## src/hw/rtl/hbis_pkg.sv

```systemverilog
`default_nettype none

package hbis_pkg;

  localparam int KEY_W   = 16;
  localparam int MODE_W  = 3;
  localparam int WORD_W  = 64;
  localparam int BIT_W   = 6;
  localparam int WADDR_W = KEY_W - BIT_W;
  localparam int NODE_W  = WADDR_W + 1;
  localparam int STEP_W  = 3;

  localparam logic [MODE_W-1:0] MODE_INSERT  = 3'd0;
  localparam logic [MODE_W-1:0] MODE_ERASE   = 3'd1;
  localparam logic [MODE_W-1:0] MODE_TEST    = 3'd2;
  localparam logic [MODE_W-1:0] MODE_CLEAR   = 3'd3;
  localparam logic [MODE_W-1:0] MODE_SUCC_GE = 3'd4;
  localparam logic [MODE_W-1:0] MODE_SUCC_GT = 3'd5;
  localparam logic [MODE_W-1:0] MODE_PRED_LE = 3'd6;
  localparam logic [MODE_W-1:0] MODE_PRED_LT = 3'd7;

  typedef struct packed {
    logic start;
    logic high;
  } scan_ctl_t;

  typedef struct packed {
    logic             done;
    logic [BIT_W-1:0] idx;
  } scan_rsp_t;

endpackage

`default_nettype wire

```

## src/hw/rtl/hbis_scan.sv

```systemverilog
`default_nettype none

module hbis_scan
  import hbis_pkg::*;
(
  input  wire logic              clk,
  input  wire logic              rst,
  input  wire scan_ctl_t         ctl,
  input  wire logic [WORD_W-1:0] vec,
  output scan_rsp_t              rsp
);

  localparam logic [STEP_W-1:0] STEP_LAST = STEP_W'(BIT_W - 1);

  logic [WORD_W-1:0] acc;
  logic [WORD_W-1:0] acc_next;
  logic [WORD_W-1:0] vec_rev;
  logic [WORD_W-1:0] low_mask;
  logic [BIT_W-1:0]  idx;
  logic [BIT_W-1:0]  idx_next;
  logic [BIT_W:0]    width;
  logic [STEP_W-1:0] step;
  logic              run;
  logic              high;
  logic              done;

  always_comb begin
    for (int i = 0; i < WORD_W; i++) begin
      vec_rev[i] = vec[WORD_W-1-i];
    end
  end

  always_comb begin
    width    = (BIT_W+1)'(WORD_W / 2) >> step;
    low_mask = ~({WORD_W{1'b1}} << width);
    acc_next = acc;
    idx_next = idx;
    if ((acc & low_mask) == '0) begin
      acc_next = acc >> width;
      idx_next = idx | width[BIT_W-1:0];
    end
  end

  always_ff @(posedge clk) begin
    if (rst) begin
      run  <= 1'b0;
      done <= 1'b0;
    end else begin
      done <= 1'b0;
      if (ctl.start) begin
        run  <= 1'b1;
        high <= ctl.high;
        acc  <= ctl.high ? vec_rev : vec;
        idx  <= '0;
        step <= '0;
      end else if (run) begin
        acc  <= acc_next;
        idx  <= idx_next;
        step <= step + STEP_W'(1);
        if (step == STEP_LAST) begin
          run  <= 1'b0;
          done <= 1'b1;
        end
      end
    end
  end

  assign rsp.done = done;
  assign rsp.idx  = high ? ~idx : idx;

endmodule

`default_nettype wire

```

## config.mk

```make
export PLATFORM = sky130hd
export DESIGN_NAME = hbis_scan
export DESIGN_NICKNAME = d
export VERILOG_FILES = /design/src/hw/rtl/hbis_pkg.sv /design/src/hw/rtl/hbis_scan.sv
export SDC_FILE = /design/constraint.sdc
export NUM_CORES = 1
export LEC_CHECK = 0
export ABC_AREA = 1
export ABC_CLOCK_PERIOD_IN_PS = 4900
export BUFFER_PORTS_ARGS = -buffer_cell sky130_fd_sc_hd__buf_2
export CORE_MARGIN = 4
export CORE_UTILIZATION = 55
export CTS_BUF_LIST = sky130_fd_sc_hd__clkbuf_8 sky130_fd_sc_hd__clkbuf_16
export DETAILED_ROUTE_END_ITERATION = 10
export PLACE_DENSITY = 0.78
export SLEW_MARGIN = 25
export SYNTH_ARGS = -nofsm -noshare
export SYNTH_HDL_FRONTEND = slang
export SYNTH_SLANG_ARGS = --single-unit
```

## constraint.sdc

```tcl
create_clock -name clk -period 4.9 [get_ports clk]
set_clock_uncertainty 0.2 [all_clocks]
set_input_delay 0.245 -clock clk [delete_from_list [all_inputs] [get_ports clk]]
set_output_delay 0.245 -clock clk [all_outputs]
set_load 0.03 [all_outputs]
```

==> impl_metrics.json <==
{
  "status": "complete, no violations",
  "drt_iter0_drc": 1748,
  "start_util_pct": 56.0,
  "use_met2_pct": 56.4,
  "crit_family": "simple AND/OR/NAND/NOR gates",
  "die-area_sq_um": 17500,
  "route.detailed.drc": 0,
  "cellLeakagePower_nw": 4.70,
  "r2r_slack_ns": 1.23,
  "layout.area.seq_sq_um": 2260,
  "clk_pin_slew_ns": 0.06,
  "crit_arrival_ns": 3.55,
  "grt_pass1_vias": 9036,
  "firstDrtPassIters": 6,
  "async_flop_share_pct": 0,
  "gr-total-overflow": 0,
  "worst_path_largest_cell_delay_ns": 0.66,
  "ys_warn_count": 0,
  "grt_pass1_wl_um": 52100,
  "numCtsBuffers": 9,
  "finalCriticalPeriod_ns": 3.67,
  "ant_nets": 0,
  "top_usage_layer": "met2",
  "worst_pin_slew_ns": 0.876,
  "synth_top_cell_by_area": "nand2_1",
  "crit_buf_inv": 3,
  "cts_resized": 0,
  "worst_hold_path_type": "primary input to register",
  "cts-hold-fix-buffers": 4,
  "globalplace.congestion": 1.05,
  "synth_top_area_share_pct": 26.4,
  "cpMostUsedCell": "nand2_1",
  "max_freq_mhz": 273,
  "end_kind": "register",
  "htreeDepth": 3,
  "gr-usage-all-layers_pct": 38.6,
  "p_total_w": 0.00264,
  "synth.top_cells.by_area": "nand2_1 (26%), edfxtp_1 (26%), nand3_1 (17%), o21ai_0 (5.5%), inv_1 (5.4%)",
  "yosysSeqAreaShare_pct": 26.7,
  "die_y_um": 132,
  "pre_cts_ws_ns": 1.33,
  "crit_path_cell_trace": "inv_1 > ha_1 > nand2_2 > inv_2 > buf_12 > o21ai_0 > nand2_1 > o21ai_1 > nand2_1 > nand2_1 > nand3_1 > nand2_1 > nand2_1 > nand2_1",
  "dr_total_vias": 10400,
  "wl_per_cell_um": 20.4,
  "row_count": 45,
  "syn_avg_cell_area_sq_um": 5.72,
  "clk_latency_ns": 0.35,
  "use_met1_pct": 54.0,
  "cts_setup_buffers": 0,
  "hold_violations": 0,
  "fin_crit_sh_pct": 74.8,
  "place_hpwl_um": 26100,
  "synth_common_cells": "nand2_1 (596), nand3_1 (282), inv_1 (122), o21ai_0 (94), edfxtp_1 (74)",
  "drv_slew": 0,
  "critical_path.startpoint_type": "register",
  "yosysMostFrequentCell": "nand2_1",
  "fillerInstances": 1587,
  "synth.ff_latch_count": 76,
  "max_slew_margin_pct": 41.6,
  "power_density_nw_per_um2": 289,
  "multiInputGateArea_sq_um": 5320,
  "path_max_fanout": 32,
  "port_buffers": 74,
  "final_nets": 1570,
  "synth_ff_type": "edfxtp_1",
  "synth_edf_count": 74,
  "syn-instance-count": 1483,
  "syn_to_final_growth_pct": 7.91,
  "synth_area_sq_um": 8480,
  "grt_max_degree": 71,
  "ys_types": 29,
  "clkSinkCount": 76,
  "drive_gt1_share_pct": 8.66,
  "die_w_um": 132,
  "ir_drop_mv": 0.179,
  "setup_violations": 0,
  "cts.path.max_buffers": 2,
  "crit_type": "register to register",
  "met3_usage_pct": 7.71,
  "crit_path_top_delay_cell": "inv_2",
  "core_area_sq_um": 15100,
  "required_ns": 4.78,
  "final.setup.tns_ns": 0,
  "diodes": 0,
  "fin_ws_ns": 1.23,
  "syn-num-nets": 1557,
  "root_buffer": "clkbuf_16",
  "antenna_found_initial": 0,
  "post-route-util_pct": 60.4,
  "io_pins": 75,
  "maxCapViolCount": 0,
  "rsz0062_at_grt": "no",
  "cts_tree": "built",
  "vias_per_cell": 6.17,
  "routed_wl_um": 34500
}
worst min-delay path, stage by stage:
cell	delay (ns)
buf_2	0.08
o21ai_0	0.06
nand2_1	0.06
power by group:
part           leakage, nW  switching (W)  internal, W
Sequential           0.720      0.0000564     0.000789
Clock                0.123       0.000288     0.000339
Combinational         3.86       0.000833     0.000334
kinds of logic (layout without fill, tap and decap cells):
kind of cell	after synthesis	count (layout)	share of synthesized area (%)
AND/OR/NAND/NOR	955	955	47.0
buffers and inverters	222	240	10.9
AO/OA/AOI/OAI	218	218	14.0
flip-flops	76	76	26.7
adder cells (fa/ha/maj)	6	6	0.886
XOR/XNOR	6	6	0.620
stage by stage:
| stage | instance area (sq um) | hold WS, ns | std cells |
|---|---|---|---|
| 3_3_place_gp | 8820 | 0.352 | 1668 |
| 4_1_cts | 9130 | 0.00107 | 1688 |
| 3_5_place_dp | 8820 | 0.351 | 1668 |
| 6_report | 9150 | 0.00202 | 1689 |
| 5_1_grt | 9150 | 0.00918 | 1689 |
| 2_1_floorplan | 8480 | 0.144 | 1483 |
registers in the layout, summed over array words and instances, names as in the netlist:
register	count
idx	6
done	1
step	3
acc	64
run	1
high	1
routing by layer:
metal | vias to the layer above | share of wire, %
met5 | - | 0
met4 | 0 | 5.7
met3 | 110 | 12
met2 | 697 | 42
met1 | 4698 | 40
li1 | 4913 | -
placed cells by master (no fill, tap or decap), types with 2 or more instances in the layout:
cell             n
nand2_1        593
nand3_1        282
inv_1          122
o21ai_0         94
edfxtp_1        74
buf_2           74
a21oi_1         65
nor2_1          58
o21ai_1         26
o211ai_1        22
buf_4           15
clkbuf_16        9
nand4_1          8
o21ai_2          7
xor2_1           6
ha_1             5
inv_2            4
clkinv_1         4
nand2_2          4
dlygate4sd3_1    4
nor3_1           3
clkinvlp_4       3
buf_12           3
nor2_2           2
o22ai_1          2
or2_2            2
dfxtp_1          2
worst paths after layout:
kind,from,cells after the start,endpoint
max,step[0]$_SDFFCE_PP0P_,14,acc[5]$_DFFE_PP_
min,vec[37],3,acc[26]$_DFFE_PP_
max reg2reg,step[0]$_SDFFCE_PP0P_,14,acc[5]$_DFFE_PP_
min reg2reg,run$_SDFF_PP0_,4,done$_SDFF_PP0_
cell type report:
| type | instances | share of cell area, % |
|---|---|---|
| clock inverters | 7 | 0.479 |
| multi-input cells | 1185 | 58.1 |
| well taps | 188 | 2.57 |
| clock buffers | 9 | 2.46 |
| repair buffers | 96 | 6.37 |
| flip-flops and latches | 76 | 24.7 |
| inverters | 128 | 5.25 |
Note: power is estimated with default switching activity, not from simulation.
